==> config.mk <==
export PLATFORM = sky130hd
export DESIGN_NAME = tlec_ctrl
export DESIGN_NICKNAME = d
export VERILOG_FILES = /design/src/rtl/tlec_pkg.sv /design/src/rtl/tlec_ctrl.sv
export VERILOG_INCLUDE_DIRS = /design/src /design/src/rtl
export SDC_FILE = /design/constraint.sdc
export NUM_CORES = 1
export LEC_CHECK = 0
export CORE_AREA = 2 2 39 41
export CTS_CLUSTER_DIAMETER = 150
export DETAILED_ROUTE_END_ITERATION = 10
export DIE_AREA = 0 0 41 43
export DONT_BUFFER_PORTS = 1
export HOLD_SLACK_MARGIN = 0.03
export MAX_ROUTING_LAYER = met4
export PLACE_DENSITY_LB_ADDON = 0.05
export REMOVE_ABC_BUFFERS = 1
export SYNTH_ARGS = -nofsm -noshare
export SYNTH_HDL_FRONTEND = slang
export SYNTH_SLANG_ARGS = --single-unit
==> constraint.sdc <==
create_clock -name clk -period 1.3 [get_ports clk]
set_input_delay 0.13 -clock clk [delete_from_list [all_inputs] [get_ports clk]]
set_output_delay 0.13 -clock clk [all_outputs]
set_load 0.005 [all_outputs]
==> src/rtl/assert_macros.svh <==
// assertion macros, used by the tlec_ctrl module
// needs a clock named clk and an active-low reset named rst_n in scope
`ifndef ASSERT_MACROS_SVH
`define ASSERT_MACROS_SVH
`ifndef SYNTHESIS
`define TLEC_ASSERT(lbl, prop) \
    lbl: assert property (@(posedge clk) disable iff (!rst_n) prop) \
        else $error("tlec check failed");
`define TLEC_ASSERT_ALWAYS(lbl, prop) \
    lbl: assert property (@(posedge clk) prop) else $error("tlec check failed");
`else
`define TLEC_ASSERT(lbl, prop)
`define TLEC_ASSERT_ALWAYS(lbl, prop)
`endif
`endif

==> src/rtl/tlec_pkg.sv <==
// shared types, constants and helpers of the two-level exclusive cache tags
// no dependencies
package tlec_pkg;

    localparam int ADDR_W   = 32;
    localparam int OFF_W    = 5;
    localparam int L1_WAYS  = 4;
    localparam int L1_WAY_W = 2;
    localparam int L1_SETS  = 64;
    localparam int L1_SET_W = 6;
    localparam int L1_TAG_W = ADDR_W - OFF_W - L1_SET_W;
    localparam int L2_WAYS  = 8;
    localparam int L2_WAY_W = 3;
    localparam int L2_SETS  = 256;
    localparam int L2_SET_W = 8;
    localparam int L2_TAG_W = ADDR_W - OFF_W - L2_SET_W;
    // extra l2 set bits taken from the low end of an l1 tag
    localparam int XSET_W   = L2_SET_W - L1_SET_W;

    typedef enum logic [2:0] {
        RES_NONE    = 3'd0,
        RES_RD_HIT  = 3'd1,
        RES_RD_MISS = 3'd2,
        RES_WR_HIT  = 3'd3,
        RES_WR_MISS = 3'd4
    } res_t;

    localparam logic OP_READ  = 1'b0;
    localparam logic OP_WRITE = 1'b1;

    typedef struct packed {
        logic [L1_WAYS-1:0]               valid;
        logic [L1_WAYS-1:0]               dirty;
        logic [L1_WAYS-1:0][L1_TAG_W-1:0] tag;
        logic [L1_WAY_W-1:0]              ptr;
    } l1_row_t;

    typedef struct packed {
        logic [L2_WAYS-1:0]               valid;
        logic [L2_WAYS-1:0]               dirty;
        logic [L2_WAYS-1:0][L2_TAG_W-1:0] tag;
        logic [L2_WAY_W-1:0]              ptr;
    } l2_row_t;

    typedef struct packed {
        logic capture;
        logic lookup;
        logic ev_rd;
        logic ev_wr;
        logic load_out;
    } cmd_t;

    typedef struct packed {
        logic need_evict;
    } status_t;

    // lowest invalid way of an l1 set
    function automatic logic [L1_WAY_W-1:0] l1_free(input logic [L1_WAYS-1:0] v);
        logic [L1_WAY_W-1:0] w;
        w = '0;
        for (int i = L1_WAYS - 1; i >= 0; i--) begin
            if (!v[i]) w = L1_WAY_W'(i);
        end
        return w;
    endfunction

    // lowest invalid way of an l2 set
    function automatic logic [L2_WAY_W-1:0] l2_free(input logic [L2_WAYS-1:0] v);
        logic [L2_WAY_W-1:0] w;
        w = '0;
        for (int i = L2_WAYS - 1; i >= 0; i--) begin
            if (!v[i]) w = L2_WAY_W'(i);
        end
        return w;
    endfunction

endpackage

==> src/rtl/tlec_ctrl.sv <==
// controller state machine: sequences lookup, victim move and result hand-off
// depends on tlec_pkg and assert_macros.svh
`include "assert_macros.svh"
module tlec_ctrl
(
    input  logic              clk,
    input  logic              rst_n,
    input  logic              in_valid,
    output logic              in_ready,
    output logic              out_valid,
    input  logic              out_ready,
    input  tlec_pkg::status_t status,
    output tlec_pkg::cmd_t    cmd
);

    typedef enum logic [2:0] {
        S_IDLE,
        S_LOOK,
        S_EV_RD,
        S_EV_WR,
        S_DONE
    } state_t;

    state_t state_reg;
    state_t state_next;
    logic   out_valid_reg;
    logic   out_valid_next;
    logic   out_free;

    assign out_free  = !out_valid_reg || out_ready;
    assign in_ready  = (state_reg == S_IDLE);
    assign out_valid = out_valid_reg;

    // commands decoded from state
    always_comb
    begin
        cmd          = '0;
        cmd.capture  = (state_reg == S_IDLE) && in_valid;
        cmd.lookup   = (state_reg == S_LOOK);
        cmd.ev_rd    = (state_reg == S_EV_RD);
        cmd.ev_wr    = (state_reg == S_EV_WR);
        cmd.load_out = (state_reg == S_DONE) && out_free;
    end

    // next state
    always_comb
    begin
        state_next     = state_reg;
        out_valid_next = out_valid_reg && !out_ready;
        unique case (state_reg)
            S_IDLE:  if (in_valid) state_next = S_LOOK;
            S_LOOK:  state_next = status.need_evict ? S_EV_RD : S_DONE;
            S_EV_RD: state_next = S_EV_WR;
            S_EV_WR: state_next = S_DONE;
            S_DONE:
            begin
                if (out_free)
                begin
                    state_next     = S_IDLE;
                    out_valid_next = 1'b1;
                end
            end
            default: state_next = S_IDLE;
        endcase
    end

    // state and registered output valid
    always_ff @(posedge clk or negedge rst_n)
    begin
        if (!rst_n)
        begin
            state_reg     <= S_IDLE;
            out_valid_reg <= 1'b0;
        end
        else
        begin
            state_reg     <= state_next;
            out_valid_reg <= out_valid_next;
        end
    end

    `TLEC_ASSERT(a_accept_to_look, (in_valid && in_ready) |=> (state_reg == S_LOOK))
    `TLEC_ASSERT(a_evrd_after_look, (state_reg == S_EV_RD) |-> ($past(state_reg) == S_LOOK))
    `TLEC_ASSERT(a_no_overwrite, cmd.load_out |-> (!out_valid_reg || out_ready))

endmodule

After elaboration in Yosys (flattened, before gate mapping)
Cells that the tools add are included.
Cells by class
  eq/ne operators: 6
  multiplexer cells: 6
  reductions and logical operators: 8
Operator list (number)
  3-bit one-hot mux with 5 select lines: 1
  3-bit 2-to-1 mux: 3
  3-bit by 2-bit equality test with 1-bit output, second input constant: 2
  2-bit != test, second input constant: 2
  3-bit by 1-bit equality test with 1-bit output, second input constant: 1
  3-bit equality test, second input constant: 1
  1-bit logical AND: 3
  3-bit zero test: 1
  1-bit zero test: 2
  1-bit 2-to-1 mux: 2
  2-bit AND reduction: 1
  1-bit logical OR: 1
Word-level totals
  bits in registers: 4
  input port bits: 5
  output and inout port bits: 7
  logic and storage cells: 22

Logic depth before layout (Yosys ltp)
  word-level depth: 4
  gate-level depth with buffers: 3
  depth with buffers taken out: 2

Worst setup path before layout
OpenSTA, ideal clock, no wires.
  path kind: register to output
  start point: reg state_reg[1]
  end point: out cmd[0] (netlist bit)
  arrival: 972 ps
  required time: 1170 ps
  setup slack: 198 ps
  cell stages (with the launch flop): 3
  path buffers: 0
  path through: dfrtp_1 -> or3b_4 -> nor2b_1
RTL lines
  start, declared: line tlec_ctrl.sv:24  | state_t state_reg;
  start signal, assigned: line tlec_ctrl.sv:77  | state_reg <= state_next;
  end, declared: line tlec_ctrl.sv:13  | output tlec_pkg::cmd_t cmd

==> impl_metrics.prom <==
# TYPE chip_impl_metric gauge
chip_impl_metric{name="detail_route.wl_per_cell",unit="microns"} 11.02
chip_impl_metric{name="final_max_slew_viol_count",unit=""} 0
chip_impl_metric{name="power.leakage",unit="nW"} 0.1402
chip_impl_metric{name="fin_clk_skew",unit="ns"} 0.001386
chip_impl_metric{name="tightestPinTransition",unit="ns"} 0.2593
chip_impl_metric{name="worst_ep_arrival_time",unit="ns"} 1.15
chip_impl_metric{name="floorplan.rows",unit=""} 14
chip_impl_metric{name="die_width",unit="microns"} 41
chip_impl_metric{name="grt_antenna_before_repair",unit=""} 0
chip_impl_metric{name="yosys_register_bits",unit=""} 4
chip_impl_metric{name="syn_to_final_growth",unit="%"} 43.58
chip_impl_metric{name="io_pins",unit=""} 12
chip_impl_info{name="layout_common_cells",value="sky130_fd_sc_hd__buf_4, sky130_fd_sc_hd__dfrtp_1, sky130_fd_sc_hd__clkbuf_4, sky130_fd_sc_hd__nor3_1, sky130_fd_sc_hd__nand2b_1"} 1
chip_impl_metric{name="timing.setup.tns",unit="ns"} 0
chip_impl_metric{name="worst-path-max-fanout",unit=""} 4
chip_impl_info{name="layout_commonest_cell",value="sky130_fd_sc_hd__buf_4"} 1
chip_impl_info{name="status",value="completed"} 1
chip_impl_metric{name="setup.reg_to_reg.worst_slack",unit="ns"} 0.18
chip_impl_metric{name="slew-limit-headroom",unit=""} 0.8258
chip_impl_metric{name="peakVddDrop",unit="V"} 0.0005166
chip_impl_metric{name="ys_seq_area_frac",unit=""} 0.4469
chip_impl_metric{name="core_region_area",unit="sq mm"} 0.001384
chip_impl_metric{name="place_congestion",unit=""} 0.6205
chip_impl_metric{name="tritoncts_num_sinks",unit=""} 4
chip_impl_metric{name="setup_viol",unit=""} 0
chip_impl_metric{name="final_util",unit=""} 0.2324
chip_impl_metric{name="yosys_warnings",unit=""} 0
chip_impl_info{name="routed.top_layer",value="met3"} 1
chip_impl_metric{name="dr_total_vias",unit=""} 187
chip_impl_metric{name="r2r_cells",unit=""} 3
chip_impl_metric{name="min_period_over_period",unit=""} 0.9834
chip_impl_info{name="hold_path_end",value="state_reg[1]$_DFFE_PN0P_"} 1
chip_impl_metric{name="synth.lib_cells_used.distinct",unit=""} 14
chip_impl_metric{name="numPortBuffers",unit=""} 0
chip_impl_metric{name="syn_area",unit="sq um"} 224.0
chip_impl_metric{name="htree_levels",unit=""} 1
chip_impl_info{name="worstHoldStart",value="status"} 1
chip_impl_metric{name="post_route_met1_wirelength",unit="microns"} 212
chip_impl_metric{name="combPwrFrac",unit=""} 0.525
chip_impl_metric{name="grt_pass1_vias",unit=""} 196
chip_impl_metric{name="drc",unit=""} 0
chip_impl_metric{name="syn_inst",unit=""} 22
chip_impl_metric{name="count_of_nets_left_with_antenna_violations_after_detail_routing",unit=""} 0
chip_impl_metric{name="antenna_cells",unit=""} 0
chip_impl_metric{name="maximum_number_of_pins_on_one_net_before_global_route_repair",unit=""} 9
chip_impl_info{name="tritoncts",value="built"} 1
chip_impl_metric{name="dp_hpwl",unit="microns"} 401.3
chip_impl_metric{name="largest_reg_flops",unit=""} 3
chip_impl_metric{name="first_pass_grt_wire_length",unit="microns"} 731
chip_impl_metric{name="first_pass_iters",unit=""} 2
chip_impl_metric{name="grt_overall_usage",unit=""} 0.06722
chip_impl_metric{name="total_switching_power",unit="uW"} 267.5
chip_impl_metric{name="hold_depth",unit=""} 2
chip_impl_metric{name="cts.clk_slew.worst_paths",unit="ns"} 0.04
chip_impl_info{name="critical_path.reg2reg.startpoint",value="state_reg[2]$_DFFE_PN0P_"} 1
chip_impl_metric{name="nNetsFinal",unit=""} 37
chip_impl_metric{name="worst_skew_late_latency",unit="ns"} 0.23
chip_impl_metric{name="final.min_clock_period",unit="ns"} 1.278
chip_impl_metric{name="cts_buffer_count",unit=""} 3
chip_impl_metric{name="critPathRequiredTime",unit="ns"} 1.17
chip_impl_metric{name="die_y_extent",unit="microns"} 43
chip_impl_metric{name="maxCapViolCount",unit=""} 0
chip_impl_metric{name="routed_met3_length",unit="microns"} 38
chip_impl_metric{name="hold_viol_final",unit=""} 0
chip_impl_metric{name="p_int",unit="uW"} 477.8
chip_impl_info{name="min-delay-path-class",value="in -> reg"} 1
chip_impl_metric{name="avgSynthCellArea",unit="sq um"} 10.18
chip_impl_metric{name="timing.fmax",unit="MHz"} 782.2
chip_impl_info{name="critPathKind",value="reg -> out"} 1
chip_impl_metric{name="total_routed_length",unit="microns"} 507
chip_impl_metric{name="via_per_inst",unit=""} 4.065
chip_impl_metric{name="cts-root-to-sink-buffers",unit=""} 2
chip_impl_metric{name="overall_die_area",unit="sq mm"} 0.001763
chip_impl_info{name="timing.critical_path.from_type",value="register"} 1
chip_impl_metric{name="initial_utilization",unit=""} 0.1618
chip_impl_metric{name="final_layout_size_suffix_gt1_frac",unit=""} 0.4333
chip_impl_info{name="root_buffer",value="sky130_fd_sc_hd__clkbuf_4"} 1
chip_impl_metric{name="detailedRoute.firstIterationViolations",unit=""} 2
chip_impl_metric{name="share_of_total_power_in_sequential_cells",unit=""} 0.274
chip_impl_info{name="timing.rr.end",value="state_reg[2]$_DFFE_PN0P_"} 1
chip_impl_info{name="worstSetupEndpointType",value="output port"} 1
chip_impl_metric{name="met2_wirelength",unit="microns"} 257
chip_impl_metric{name="p_per_area",unit="mW/mm^2"} 2318
chip_impl_metric{name="globalRoute.totalOverflow",unit=""} 0
chip_impl_metric{name="clock_power_share",unit=""} 0.201
chip_impl_metric{name="power_switching_share",unit=""} 0.3589
chip_impl_info{name="grt_setup_unrepaired",value="true"} 1
[cells in the mapped netlist (all sizes together)]
cell    n  share of area
a21oi   1          0.022
and2    1          0.028
buf     1          0.050
dfrtp   4           0.45
inv     1          0.017
nand2   1          0.017
nand2b  2          0.056
nand3b  1          0.034
nor2    1          0.017
nor2b   2          0.056
nor3    3          0.067
nor3b   2          0.067
o32ai   1          0.073
or3b    1          0.050
[worst max path at each step]
stage	start	endpoint
4_1_cts	state_reg[2]$_DFFE_PN0P_	cmd[4]
5_1_grt	state_reg[2]$_DFFE_PN0P_	cmd[0]
6_report	state_reg[2]$_DFFE_PN0P_	cmd[0]
3_3_place_gp	state_reg[1]$_DFFE_PN0P_	cmd[0]
2_1_floorplan	state_reg[2]$_DFFE_PN0P_	cmd[0]
3_5_place_dp	state_reg[2]$_DFFE_PN0P_	cmd[4]
[logic make-up after synthesis]
group                  share of synthesized area
AND/OR/NAND/NOR                           0.3910
flip-flops                                0.4469
AO/OA/AOI/OAI                            0.09497
buffers and inverters                    0.06702
[final cells by class]
class / count / area (sq um)
Clock buffer: 3 / 22.52
Tap cell: 16 / 20.02
Timing Repair Buffer: 6 / 47.55
Multi-Input combinational cell: 16 / 127.6
Fill cell: 156 / 1062
Sequential cell: 4 / 100.1
Inverter: 1 / 3.754
[stage by stage]
stage | cell area [sq um] | setup WS, ns | std cells | power [mW] | hold slack (ns)
floorplan | 212.7 | 0.1960 | 21 | 0.3985 | -0.1656
global route | 321.6 | -0.01930 | 46 | 0.8063 | 0.09027
CTS | 310.3 | 0.004258 | 46 | 0.7326 | 0.06900
finish | 321.6 | 0.02152 | 46 | 0.7453 | 0.07949
global placement | 262.8 | 0.2111 | 41 | 0.5432 | -0.1655
detailed placement | 262.8 | 0.2145 | 41 | 0.5389 | -0.1655
[repair_timing]
action	CTS	global route
setup buffers	1	0
hold buffers	1	0
setup endpoints to repair	3	3
gates resized for setup	2	2
pin swaps	0	1
endpoints found under the hold margin	4	0
[power by group through the flow]
stage	combinational, mW	sequential [mW]	clock, mW
6_report	0.391	0.204	0.149
5_1_grt	0.429	0.208	0.169
3_3_place_gp	0.336	0.207	0
2_1_floorplan	0.163	0.235	0
4_1_cts	0.370	0.205	0.158
3_5_place_dp	0.333	0.206	0
[metal layers]
layer,vias up,track usage
li1,92,-
met1,89,0.06536
met2,6,0.09063
met3,0,0.02094
met4,0,0.08000
met5,-,-
[worst max-delay path, cell delays in order (launching register included)]
cell and delay [ns]:
sky130_fd_sc_hd__dfrtp_1 0.37, sky130_fd_sc_hd__or3b_4 0.40, sky130_fd_sc_hd__nor2b_2 0.14
Power figures use the tool's default switching activity.
